--- src/design/mbs_pkg.sv ---
// ----------------------------------------------------------------------------
// mbs_pkg
// Shared types and constants for the mesh bounding sphere block.
// ----------------------------------------------------------------------------
package mbs_pkg;
  localparam int MaxTriangles = 1024;
  localparam int FracBits     = 12;
  localparam int VtxDepth     = 3 * MaxTriangles;
  localparam int AddrW        = $clog2(VtxDepth);
  localparam int CntW         = $clog2(MaxTriangles + 1);
  localparam int CoordW       = 24;
  localparam int SumW         = 36;
  localparam int DistW        = 52;

  typedef struct packed {
    logic signed [CoordW-1:0] a_x;
    logic signed [CoordW-1:0] a_y;
    logic signed [CoordW-1:0] a_z;
    logic signed [CoordW-1:0] b_x;
    logic signed [CoordW-1:0] b_y;
    logic signed [CoordW-1:0] b_z;
    logic signed [CoordW-1:0] c_x;
    logic signed [CoordW-1:0] c_y;
    logic signed [CoordW-1:0] c_z;
    logic                     last_triangle;
  } mbs_in_t;

  typedef struct packed {
    logic signed [CoordW-1:0] center_x;
    logic signed [CoordW-1:0] center_y;
    logic signed [CoordW-1:0] center_z;
    logic        [24:0]       radius;
    logic                     too_many;
  } mbs_out_t;

  typedef struct packed {
    logic signed [CoordW-1:0] x;
    logic signed [CoordW-1:0] y;
    logic signed [CoordW-1:0] z;
  } mbs_vtx_t;
endpackage

--- src/design/mbs_sqrt.sv ---
// ----------------------------------------------------------------------------
// mbs_sqrt
// Radius: isqrt(10201 * d) / 100, bit-serial root, then a reciprocal multiply.
// ----------------------------------------------------------------------------
module mbs_sqrt
  import mbs_pkg::*;
(
  input  logic             clk,
  input  logic             rst,
  input  logic             start,
  input  logic [DistW-1:0] dsq,
  output logic             done,
  output logic [24:0]      radius
);
  localparam int NW = DistW + 14;   // 10201 < 2^14
  localparam int RW = NW / 2;
  // floor(x / 100) == (x * RecipM) >> 37 for every x below 2^32
  localparam logic [31:0] RecipM = 32'd1374389535;

  typedef enum logic [3:0] {
    S_IDLE = 4'b0001, S_MUL = 4'b0010, S_ROOT = 4'b0100, S_DIV = 4'b1000
  } sq_state_t;

  sq_state_t        state;
  logic [DistW-1:0] d_r;
  logic [NW-1:0]    n;
  logic [RW-1:0]    root;
  logic [RW+1:0]    rem;
  logic [5:0]       cnt;
  logic [RW+1:0]    trial_r;
  logic [RW+1:0]    cmp;
  logic [63:0]      recip_p;
  logic [24:0]      rad_r;

  assign trial_r = {rem[RW-1:0], n[NW-1:NW-2]};
  assign cmp     = {root, 2'b01};
  // root stays below 2^32 since d < 3 * 2^48
  assign recip_p = {32'd0, root[31:0]} * {32'd0, RecipM};

  always_ff @(posedge clk) begin
    if (rst) begin
      state <= S_IDLE;
      done  <= 1'b0;
    end else begin
      done <= 1'b0;
      case (state)
        S_IDLE: if (start) begin
          d_r   <= dsq;
          state <= S_MUL;
        end
        S_MUL: begin
          n     <= NW'(d_r) * NW'(10201);
          root  <= '0;
          rem   <= '0;
          cnt   <= 6'(RW - 1);
          state <= S_ROOT;
        end
        S_ROOT: begin
          n <= {n[NW-3:0], 2'b00};
          if (trial_r >= cmp) begin
            rem  <= trial_r - cmp;
            root <= {root[RW-2:0], 1'b1};
          end else begin
            rem  <= trial_r;
            root <= {root[RW-2:0], 1'b0};
          end
          cnt <= cnt - 6'd1;
          if (cnt == 6'd0) state <= S_DIV;
        end
        S_DIV: begin
          rad_r <= recip_p[61:37];
          done  <= 1'b1;
          state <= S_IDLE;
        end
        default: state <= S_IDLE;
      endcase
    end
  end

  assign radius = rad_r;
endmodule

--- config.mk ---
export PLATFORM = sky130hd
export DESIGN_NAME = mbs_sqrt
export DESIGN_NICKNAME = d
export VERILOG_FILES = /design/src/design/mbs_pkg.sv /design/src/design/mbs_sqrt.sv
export SDC_FILE = /design/constraint.sdc
export NUM_CORES = 2
export LEC_CHECK = 0
export ABC_AREA = 1
export BUFFER_PORTS_ARGS = -buffer_cell sky130_fd_sc_hd__buf_2
export CORE_MARGIN = 8
export CORE_UTILIZATION = 55
export CTS_BUF_LIST = sky130_fd_sc_hd__clkbuf_2
export DETAILED_ROUTE_END_ITERATION = 8
export PLACE_DENSITY = 0.83
export RECOVER_POWER = 50
export REMOVE_ABC_BUFFERS = 1
export SYNTH_ARGS = -nofsm -noshare
export SYNTH_HDL_FRONTEND = slang
export SYNTH_SLANG_ARGS = --single-unit
--- constraint.sdc ---
create_clock -name clk -period 20.8 [get_ports clk]
set_input_delay 5.2 -clock clk [delete_from_list [all_inputs] [get_ports clk]]
set_output_delay 5.2 -clock clk [all_outputs]
set_load 0.01 [all_outputs]
==> out/metrics.yaml <==
hold_path_depth: 2
floorplan_die_area_um2: 92210
setup-violations-final: 0
drt-total-wl_um: 120800
synth_largest_area_cell: "fa_1"
post_drt_wl_per_cell_um: 17.99
globalRouteMet2Util_pct: 44.31
synth.distinct_cells: 48
first_pass_grt_wire_length_um: 193600
path_clk_slew_ns: 0.13
average_size_of_a_mapped_cell_um2: 8.326
post_route_drc: 0
num_io_pins: 81
post_synth_inst_count: 5466
min_period_over_period_pct: 43.82
detailedPlacementHpwl_um: 105000
place.detailed.instances: 6591
final.setup.worst_slack_ns: 11.69
top_usage_layer_grt: "met2"
tritoncts_clock_tree: "built"
synth-edff-count: 215
synth_xor_area_share_pct: 0.7120
clock-root-buffer: "clkbuf_2"
grt_util_all_layers_pct: 26.34
yosysWarnings: 0
async_reset_ff_share_pct: 0
initial_core_util_pct: 55.52
min_delay_worst_endpoint: "n[24]$_DFFE_PP_"
dr.pass1.iters: 6
final_critical_delay_including_setup_and_external_delays_ns: 9.114
mappedNetlistArea_um2: 45510
synth.top_cells.by_area: "fa_1 (32%), ha_1 (19%), edfxtp_1 (14%)"
max_freq_mhz: 109.7
clkLatencyLatePin_ns: 1.14
synth-compound-area-share_pct: 3.200
grt_setup_unrepaired: "no"
cts_inserted_buffers: 69
setup_total_negative_slack_ns: 0
cts_resized: 0
global_route.usage.met1_pct: 33.24
rows: 105
weighted_congestion_reported_at_the_end_of_routability_driven_placement: 1.050
slew_headroom_pct: -216.8
fp.coreArea_um2: 81980
crit_type: "reg -> reg"
drtAntennaViolNets: 0
place_ws_ns: 13.26
r2r_start: "state[2]$_SDFFE_PP0P_"
grt.overflow.total: 0
final_layout_size_suffix_gt1_share_pct: 4.428
die-height_um: 303.7
vias_per_cell: 5.285
synth-main-ff-cell: "edfxtp_1"
report.final.hold_viol_count: 0
h-tree-depth: 3
dr.first_iter.drc_count: 2837
cts_buffer_depth: 3
post_cts.repair.setup_buffers: 0
pin_count_of_the_biggest_net_entering_global_routing: 94
globalRouteMet3Util_pct: 4.541
non_filler_instance_count_after_layout: 6719
critical_path.endpoint_type: "flip-flop"
number_of_global_route_vias_before_repair: 37210
worst_r2r_endpoint: "n[64]$_DFFE_PP_"
tritoncts_sinks: 220
timing_max_transition_violations_final: 317
fin_hold_ws_ns: 0.4659
cts_hold_buf: 0
share_of_yosys_cell_area_claimed_by_the_top_area_cell_type_pct: 32.02
worstPathArrival_ns: 9.69
dominant_combinational_cell_family_by_area_after_synthesis: "adder cells"
number_of_antenna_violations_at_the_first_check_in_global_routing: 2
yosys.area_share.simple_pct: 17.80
ys_ff_latch: 220
io_buffer_count: 80
finalClockSkew_ns: 0.2116
vias: 35510
timing.reg2reg.worst_path_depth: 8
hold_path_class: "reg -> reg"
violations: "max-capacitance violations, max-slew violations"
setup.worst_path.start_class: "flip-flop"
worstPathMaxFanout: 93
timing_worst_slew_pin_value_ns: 4.752
synth_seq_area_share_pct: 14.41
timing.critical_path.required_ns: 21.37
run_status: "complete, but fails checks"
synth.area.mux_share_pct: 0
die_w_um: 303.7
yosys.area_share.adder_pct: 50.66
flow.area_growth_from_synthesis_pct: 4.987
worst_hold_startpoint: "n[22]$_DFFE_PP_"
worst-r2r-setup-slack_ns: 11.69
timing.max_cap.violations: 6
count_of_nets_after_finishing: 7053
==> layout make-up <==
| type | instances | area [um2] |
|---|---|---|
| Tap cell | 1070 | 1339 |
| Timing Repair Buffer | 87 | 427.9 |
| Clock buffer | 86 | 430.4 |
| Fill cell | 7208 | 34200 |
| Multi-Input combinational cell | 3664 | 32920 |
| Clock inverter | 39 | 279.0 |
| Inverter | 1550 | 5821 |
| Antenna cell | 3 | 7.507 |
| Sequential cell | 220 | 6556 |
==> routing by layer <==
metal,vias up,wire length (um)
li1,16720,-
met1,17010,47680
met2,1464,57040
met3,317,10180
met4,2,5935
met5,-,11
==> cells by family (layout without fill, tap and decap cells) <==
kind of cell | Yosys count | count (layout)
adders and majority gates | 1406 | 1406
other | 0 | 3
AOI/OAI and AO/OA | 270 | 270
buffers and inverters | 1582 | 1762
xor gates and xnor gates | 37 | 37
and+or+nand+nor | 1951 | 1951
DFF | 220 | 220
==> through the flow <==
step | area [um2] | util [%]
2_1_floorplan | 45320 | -
3_3_place_gp | 47140 | 57.50
3_5_place_dp | 47140 | 57.50
4_1_cts | 47850 | 58.37
5_1_grt | 47780 | 58.28
6_report | 47780 | 58.29
==> cells in the mapped netlist (2+ instances only) <==
library cell,n
a21oi_2,3
fa_1,728
nand3_2,2
edfxtp_1,215
a21oi_1,148
nand2_8,2
and3_1,2
o21ai_1,2
nor2_1,378
a21o_1,4
nand3b_1,34
nor3_2,2
nand2_1,1220
buf_2,2
o21ai_0,79
ha_1,678
o21bai_1,22
nand2_2,7
a21boi_0,7
buf_1,3
nor4_1,9
xnor2_1,19
nor2_4,11
and2_1,4
buf_4,2
xor2_1,18
clkbuf_1,18
o21a_1,3
nand4_1,23
inv_2,4
dfxtp_1,5
buf_6,5
or2_2,16
nor3_1,32
nand3_1,181
inv_1,1544
nor2_2,23
==> cells in the final DEF, fill, tap and decap left out, types with 19 or more instances in the layout <==
master | Yosys | routed
clkinv_1 | 1 | 23
nand3_1 | 181 | 182
nor3_1 | 32 | 32
buf_2 | 2 | 75
nand4_1 | 23 | 23
o21ai_0 | 79 | 79
nor2_1 | 378 | 381
a21oi_1 | 148 | 147
nand2_1 | 1220 | 1221
inv_1 | 1544 | 1543
nor2_2 | 23 | 21
fa_1 | 728 | 728
xnor2_1 | 19 | 19
clkbuf_2 | 0 | 86
nand3b_1 | 34 | 34
ha_1 | 678 | 678
edfxtp_1 | 215 | 215
o21bai_1 | 22 | 22
==> worst max-delay path by stage <==
| stage | startpoint | end | slack [ns] |
|---|---|---|---|
| final | state[2]$_SDFFE_PP0P_ | n[64]$_DFFE_PP_ | 11.69 |
| after global routing | state[2]$_SDFFE_PP0P_ | root[25]$_SDFFCE_PN0P_ | 10.83 |
| after CTS | radius[9]$_DFFE_PP_ | radius[9] | 13.65 |
| after detailed placement | rst | rem[3]$_SDFFCE_PN0P_ | 13.26 |
| after global placement | rst | rem[0]$_SDFFCE_PN0P_ | 13.30 |
| after floorplan | state[2]$_SDFFE_PP0P_ | cnt[0]$_SDFFCE_PN0P_ | 7.10 |
==> critical path: stages, from the launching register on <==
cell and delay, ns:
dfxtp_1 0.39, inv_1 0.10, nor3_4 0.17, clkbuf_1 1.47, clkinvlp_2 0.33, clkbuf_1 1.74
a21oi_4 0.56, clkbuf_1 2.79, buf_4 1.04
==> registers in the layout (all words and copies together), names as in the netlist <==
name    flops
root       33
rem        33
d_r        52
n          66
cnt         6
radius     25
done        1
state       4
Power is not shown: default switching activity piles up to over one toggle a cycle in this logic, so the estimate is an artifact.
