File: config.mk
export PLATFORM = sky130hd
export DESIGN_NAME = mbs_div
export DESIGN_NICKNAME = d
export VERILOG_FILES = /design/src/design/mbs_pkg.sv /design/src/design/mbs_div.sv
export SDC_FILE = /design/constraint.sdc
export NUM_CORES = 1
export LEC_CHECK = 0
export BUFFER_PORTS_ARGS = -buffer_cell sky130_fd_sc_hd__buf_2
export CORE_ASPECT_RATIO = 0.5
export CORE_MARGIN = 5
export CORE_UTILIZATION = 35
export CTS_BUF_LIST = sky130_fd_sc_hd__clkbuf_4
export DETAILED_ROUTE_END_ITERATION = 8
export PLACE_DENSITY = 0.54
export RECOVER_POWER = 100
export SYNTH_ARGS = -nofsm -noshare
export SYNTH_HDL_FRONTEND = slang
export SYNTH_SLANG_ARGS = --single-unit
File: constraint.sdc
create_clock -name clk -period 3.7 [get_ports clk]
set_input_delay 0 -clock clk [delete_from_list [all_inputs] [get_ports clk]]
set_output_delay 0 -clock clk [all_outputs]
set_load 0.005 [all_outputs]
File: src/design/mbs_pkg.sv
// ----------------------------------------------------------------------------
// mbs_pkg
// Shared types and constants for the mesh bounding sphere block.
// ----------------------------------------------------------------------------
package mbs_pkg;
  localparam int MaxTriangles = 1024;
  localparam int FracBits     = 12;
  localparam int VtxDepth     = 3 * MaxTriangles;
  localparam int AddrW        = $clog2(VtxDepth);
  localparam int CntW         = $clog2(MaxTriangles + 1);
  localparam int CoordW       = 24;
  localparam int SumW         = 36;
  localparam int DistW        = 52;

  typedef struct packed {
    logic signed [CoordW-1:0] a_x;
    logic signed [CoordW-1:0] a_y;
    logic signed [CoordW-1:0] a_z;
    logic signed [CoordW-1:0] b_x;
    logic signed [CoordW-1:0] b_y;
    logic signed [CoordW-1:0] b_z;
    logic signed [CoordW-1:0] c_x;
    logic signed [CoordW-1:0] c_y;
    logic signed [CoordW-1:0] c_z;
    logic                     last_triangle;
  } mbs_in_t;

  typedef struct packed {
    logic signed [CoordW-1:0] center_x;
    logic signed [CoordW-1:0] center_y;
    logic signed [CoordW-1:0] center_z;
    logic        [24:0]       radius;
    logic                     too_many;
  } mbs_out_t;

  typedef struct packed {
    logic signed [CoordW-1:0] x;
    logic signed [CoordW-1:0] y;
    logic signed [CoordW-1:0] z;
  } mbs_vtx_t;
endpackage

File: src/design/mbs_div.sv
// ----------------------------------------------------------------------------
// mbs_div
// Signed restoring divider, one quotient bit a cycle, truncates toward zero.
// ----------------------------------------------------------------------------
module mbs_div
  import mbs_pkg::*;
(
  input  logic                   clk,
  input  logic                   rst,
  input  logic                   start,
  input  logic signed [SumW-1:0] dividend,
  input  logic [AddrW:0]         divisor,
  output logic                   done,
  output logic signed [SumW-1:0] quotient
);
  logic [SumW-1:0]  q;
  logic [AddrW:0]   rem;
  logic [AddrW:0]   dvs;
  logic             neg;
  logic             busy;
  logic [5:0]       cnt;
  logic [AddrW+1:0] trial;

  assign trial = {rem, q[SumW-1]};

  always_ff @(posedge clk) begin
    if (rst) begin
      busy <= 1'b0;
      done <= 1'b0;
    end else begin
      done <= 1'b0;
      if (start) begin
        busy <= 1'b1;
        cnt  <= 6'(SumW - 1);
      end else if (busy) begin
        if (cnt == 6'd0) begin
          busy <= 1'b0;
          done <= 1'b1;
        end
        cnt <= cnt - 6'd1;
      end
    end
  end

  always_ff @(posedge clk) begin
    if (start) begin
      neg <= dividend[SumW-1];
      q   <= dividend[SumW-1] ? -dividend : dividend;
      rem <= '0;
      dvs <= divisor;
    end else if (busy) begin
      if (trial >= {1'b0, dvs}) begin
        rem <= (AddrW+1)'(trial - {1'b0, dvs});
        q   <= {q[SumW-2:0], 1'b1};
      end else begin
        rem <= trial[AddrW:0];
        q   <= {q[SumW-2:0], 1'b0};
      end
    end
  end

  assign quotient = neg ? -$signed(q) : $signed(q);
endmodule

==> results of run 1 <==
-- worst reg2reg max path: cells and delay by family, from the launching register on --
family / cells / cell delay, ns
adder cells (fa/ha/maj): 2 / 0.59
flip-flops: 1 / 0.42
AND/OR/NAND/NOR: 2 / 0.76
buffers and inverters: 2 / 0.17
AO/OA/AOI/OAI: 4 / 1.05
-- routing by layer --
metal	part of all wire (%)	wire, um	vias up	track usage, %
met5	0	0	-	0
met3	3.9	493	5	3.02
met2	46	5740	91	24.4
met4	0.55	69	0	3.06
li1	-	-	2243	-
met1	50	6260	2073	20.2
-- worst paths after layout --
kind,from,endpoint,slack [ns]
hold / removal,dividend[3],q[3]$_DFFE_PN_,0.04
hold reg to reg,rem[12]$_SDFFE_PP0P_,rem[12]$_SDFFE_PP0P_,0.52
setup / recovery,q[18]$_DFFE_PN_,quotient[35],0.36
setup reg to reg,q[35]$_DFFE_PN_,rem[8]$_SDFFE_PP0P_,0.61
-- synthesized netlist by cell type (all sizes together) (4+ instances only) --
library cell,count
a311oi,10
nand3,7
o41ai,10
o31ai,22
dfxtp,15
xor2,35
xnor2,42
edfxtp,56
nor3,7
ha,17
nand2,51
clkbuf,21
nor2b,4
nand2b,8
nor2,61
inv,30
or3,13
or4,11
o21ai,31
a21oi,49
buf,4
nor4,5
-- what timing repair did --
action                    4_1_cts  5_1_grt
buffers inserted                0        0
hold endpoints to repair       50        0
gates resized for setup         0        0
hold buffers                   43        0
-- power by group through the flow --
stage / Combinational, uW / Sequential (uW) / Clock [uW]
after floorplan: 425 / 1030 / 0
after detailed placement: 608 / 1070 / 0
after CTS: 646 / 1050 / 522
after global placement: 603 / 1070 / 0
final: 627 / 1050 / 500
after global routing: 707 / 1060 / 553
-- state kept, by name, summed over array words and instances, names as in the netlist --
register and count:
q 36, dvs 13, rem 13, cnt 6, busy 1, done 1, neg 1
-- final cells by class --
cell class | count | area, sq um
Sequential cell | 71 | 1980
Clock inverter | 5 | 48.8
Inverter | 30 | 113
Tap cell | 192 | 240
Timing Repair Buffer | 134 | 848
Multi-Input combinational cell | 425 | 2760
Fill cell | 1408 | 7660
Clock buffer | 11 | 82.6
-- logic make-up after synthesis --
group / Yosys count / share of synthesized area (%)
AOI/OAI and AO/OA: 146 / 19.4
xor gates and xnor gates: 77 / 13.5
adders and majority gates: 18 / 4.68
buffers and inverters: 55 / 4.22
DFF: 71 / 39.8
muxes: 3 / 0.603
and+or+nand+nor: 181 / 17.8
-- per-stage QoR --
step           hold WS (ns)  utilization, %  instance area (sq um)  power [uW]  instances
6_report             0.0439            44.2                   6080        2180        868
5_1_grt              0.0199            44.2                   6080        2320        868
4_1_cts             0.00171            44.7                   6150        2220        868
3_5_place_dp          0.178            40.7                   5590        1680        809
3_3_place_gp          0.179            40.7                   5590        1670        809
2_1_floorplan        0.0776               -                   4980        1460        551
==> impl_metrics.toml, run 1 <==
[detailed_routing]
drc = 0
via_count = 4412
routedWlPerCell_um = 14.5
drt-initial-drc-count = 277
wl_mm = 12.6
drtPass1Iterations = 5
postRouteAntennaNets = 0
via_per_inst = 5.08

[floorplan]
die_area_sq_mm = 0.0169
rows = 30
coreArea_sq_mm = 0.0137
start_util_pct = 36.2
io_pins = 89
die_h_um = 94.3
die_w_um = 179

[setup_path]
required_ns = 3.70
critPathMaxFanout = 5
path_class = "reg2out"
worstPathArrival_ns = 3.34
cp_slowest_cell = "or4_1"
worst-path-buf-inv = 1
path_delay_family = "simple AND/OR/NAND/NOR gates"
cp.depth = 7
reg2reg_depth = 10
cp_slowest_stage_delay_ns = 0.64
start_kind = "flop"
crit_path_end_kind = "output pin"
crit_chain = "or3_1 > or4_4 > or3_4 > or4_1 > o41ai_4 > xnor2_1 > buf_2"

[finish]
drive_gt1_share_pct = 12.3
area_delta_synth_final_pct = 22.1
nets = 741
antenna_cells = 0
final_common_cell = "nor2_1"
most-common-layout-cells = "61 x nor2_1, 56 x edfxtp_1, 55 x buf_2"

[clock_tree]
htree_levels = 3
cts_tree = "yes"
clk_pin_slew_ns = 0.12
clock_sinks = 71
clock_latency_ns = 0.41
cts_buffer_depth = 2
cts-root-buf = "clkbuf_4"
cts_buffers = 9

[synthesis]
async_flop_share_pct = 0
synth-main-ff-cell = "edfxtp_1"
synth.avg_cell_area_sq_um = 9.03
synth_cell_types = 55
synth_area_leaders = "edfxtp_1 34%, xnor2_1 7.4%, xor2_1 6.2%"
syn_area_sq_mm = 0.00498
synth-edff-count = 56
postSynthCellCount = 551
yosys_warnings = 0
netlist.top_cell.by_area = "edfxtp_1"
seq_area_frac_synth_pct = 39.8
synth-seq-cells = 71
synth_top_area_share_pct = 33.8
synth_nets = 621

[sta]
finClkSkew_ns = 0.0154
finalCritPeriodShare_pct = 90.3
hold_viol_final = 0
tightest_slew_ns = 1.74
maxSlewHeadroom_pct = -16.0
fmax_ghz = 0.299
rsz0062_at_grt = "false"
setup_tns_ns = 0
slew_viol_final = 36
setup_ws_ns = 0.358
finalSetupViolCount = 0
fin_crit_ns = 3.34

[power_and_ir_drop]
p_per_area_mw_per_mm2 = 358
pwr-share-clk_pct = 23.0
p_int_uw = 1460
power_switching_uw = 710
p_leak_uw = 0.00231
swShare_pct = 32.7
p_comb_share_pct = 28.8
ir_drop_mv = 0.133
seqPwrFrac_pct = 48.2

[global_route]
gr-total-overflow = 0
grt_pass1_vias = 4061
grt_antenna_before_repair = 0
globalRouteTotalUtil_pct = 14.8
grt_first_pass_wirelength_mm = 20.1
grt_max_degree = 73

[outcome]
violations = "capacitance limit, slew limit"
status = "finished, violations left"

[placed_design]
hpwl_mm = 9.07
dp_slack_ns = 0.647
portBuffers = 88
gp_congestion = 0.810

[min_path]
whs_path_depth = 3
hp-class = "in2reg"

[run]
max_cap_violations = 1
No activity file was read; power rests on OpenSTA's default activity.
==> run 2: changes to the inputs <==
Settings changed: CORE_UTILIZATION 35 to 45, PLACE_DENSITY 0.54 to 0.67.
==> run 2 against run 1 <==
  * The run ends with capacitance limit left
  * Sequential power about the same
  * Sequential share of layout area up 0.40 points
  * Hold slack worse by 0.024 ns
  * Clock-buffer cell count unchanged
  * Highest routed layer unchanged
==> impl_metrics.toml, run 2 (synthesis gave the netlist of run 1 again) <==
[setup_path]
crit_chain = "nor4_2 > nand3b_1 > or3_1 > or4_1 > o41ai_2 > xnor2_1 > clkbuf_1"
start_kind = "flop"
critPathMaxFanout = 6
required_ns = 3.70
cp_slowest_stage_delay_ns = 0.62
cp_slowest_cell = "or4_1"
reg2reg_from = "q[35]$_DFFE_PN_"
crit_path_end_kind = "output pin"
worstPathArrival_ns = 3.35
cp-startpoint = "q[5]$_DFFE_PN_"
path_class = "reg2out"

[sta]
rsz0062_at_grt = "false"
fmax_ghz = 0.299
maxSlewHeadroom_pct = 1.05
fin_crit_ns = 3.35
finClkSkew_ns = 0.0103
finalCritPeriodShare_pct = 90.5
slew_viol_final = 0
setup_ws_ns = 0.352
finalSetupViolCount = 0
tightest_slew_ns = 1.48
setup_tns_ns = 0
hold_viol_final = 0

[clock_tree]
cts_buffers = 9
clock_latency_ns = 0.43
htree_levels = 3
cts_setup_buffers = 0
cts-root-buf = "clkbuf_4"
cts_buffer_depth = 2
clock_sinks = 71
clk_pin_slew_ns = 0.12
cts_tree = "yes"

[finish]
largest_reg_flops = 36
area_delta_synth_final_pct = 20.6
largest-register = "q"
antenna_cells = 0
most-common-layout-cells = "61 x nor2_1, 56 x edfxtp_1, 56 x buf_2"
fin_util_pct = 55.0
fillers = 1038
largest_registers = "q: 36 flops, dvs: 13 flops, rem: 13 flops"
drive_gt1_share_pct = 11.8
final_common_cell = "nor2_1"
nets = 742

[floorplan]
coreArea_sq_mm = 0.0109
die_h_um = 84.4
die_w_um = 159
rows = 27
start_util_pct = 45.6
io_pins = 89
die_area_sq_mm = 0.0134

[placed_design]
hpwl_mm = 8.66
dp_slack_ns = 0.616
gp_congestion = 0.855
portBuffers = 88

[power_and_ir_drop]
p_int_uw = 1390
p_comb_share_pct = 29.8
p_per_area_mw_per_mm2 = 348
seqPwrFrac_pct = 50.5
ir_drop_mv = 0.134
swShare_pct = 33.3
p_leak_uw = 0.00230
power_switching_uw = 695
pwr-share-clk_pct = 19.7

[detailed_routing]
drtPass1Iterations = 5
postRouteAntennaNets = 0
via_count = 4409
wl_mm = 12.2
drt-initial-drc-count = 275
via_per_inst = 5.37
drc = 0
routedWlPerCell_um = 14.8

[min_path]
hp-start = "dividend[16]"
hp-class = "in2reg"

[global_route]
grt_first_pass_wirelength_mm = 19.9
globalRouteTotalUtil_pct = 17.7
grt_pass1_vias = 4203
gr-total-overflow = 0
grt_antenna_before_repair = 0
grt_max_degree = 76

[run]
max_cap_violations = 1

[outcome]
status = "finished, violations left"
violations = "capacitance limit"
-- run 2: cell types whose count changed in the layout (fill, tap and decap cells not counted), sizes merged --
cell | previous run | this run
clkbuf | 45 | 44
dlygate4sd3 | 43 | 45
bufinv | 1 | 0
-- run 2: stage by stage --
| stage | cell area, sq um | hold WS [ns] | power [uW] | std cells |
|---|---|---|---|---|
| detailed placement | 5520 | 0.178 | 1670 | 761 |
| global route | 6000 | 0.0140 | 2220 | 821 |
| floorplan | 4980 | 0.0776 | 1460 | 551 |
| CTS | 6070 | 0.00161 | 2120 | 821 |
| global placement | 5520 | 0.178 | 1660 | 761 |
| finish | 6000 | 0.0203 | 2090 | 821 |
-- run 2: layout make-up --
cell class	instances	area, sq um	share of cell area, %
flip-flops and latches	71	1980	33.0
repair buffers	135	863	14.4
multi-input cells	425	2770	46.1
well taps	145	181	3.02
clock inverters	4	15.0	0.250
clock buffers	11	82.6	1.38
inverters	30	113	1.88
-- run 2: power groups by stage --
stage	clock [uW]	combinational, uW	sequential [uW]
2_1_floorplan	0	425	1030
3_3_place_gp	0	588	1070
3_5_place_dp	0	599	1070
4_1_cts	427	638	1050
5_1_grt	458	699	1070
6_report	411	623	1050
-- run 2: per-layer routing --
layer / GRT usage [%] / vias to the layer above / wire length (um)
met5: 0 / - / 0
met3: 4.86 / 18 / 524
met4: 5.15 / 0 / 150
met2: 29.9 / 91 / 5700
met1: 22.6 / 2058 / 5800
li1: - / 2242 / -
-- run 2: worst max-delay path: cells and delay by family, from the launching register on --
| kind | cells | cell delay (ns) |
|---|---|---|
| AND/OR/NAND/NOR | 4 | 1.82 |
| flip-flops | 1 | 0.46 |
| AO/OA/AOI/OAI | 1 | 0.32 |
| XOR/XNOR | 1 | 0.18 |
| buffers and inverters | 1 | 0.14 |
-- run 2: repair_timing --
action,4_1_cts,5_1_grt
setup endpoints to repair,0,0
gates resized for setup,0,0
hold endpoints to repair,57,0
hold buffers,45,0
-- run 2: final timing paths --
kind | cells after the start | end | slack (ns)
worst max-delay path | 7 | quotient[30] | 0.35
worst min register to register | 2 | rem[12]$_SDFFE_PP0P_ | 0.52
worst max register to register | 10 | rem[8]$_SDFFE_PP0P_ | 0.55
worst min-delay path | 3 | q[16]$_DFFE_PN_ | 0.02
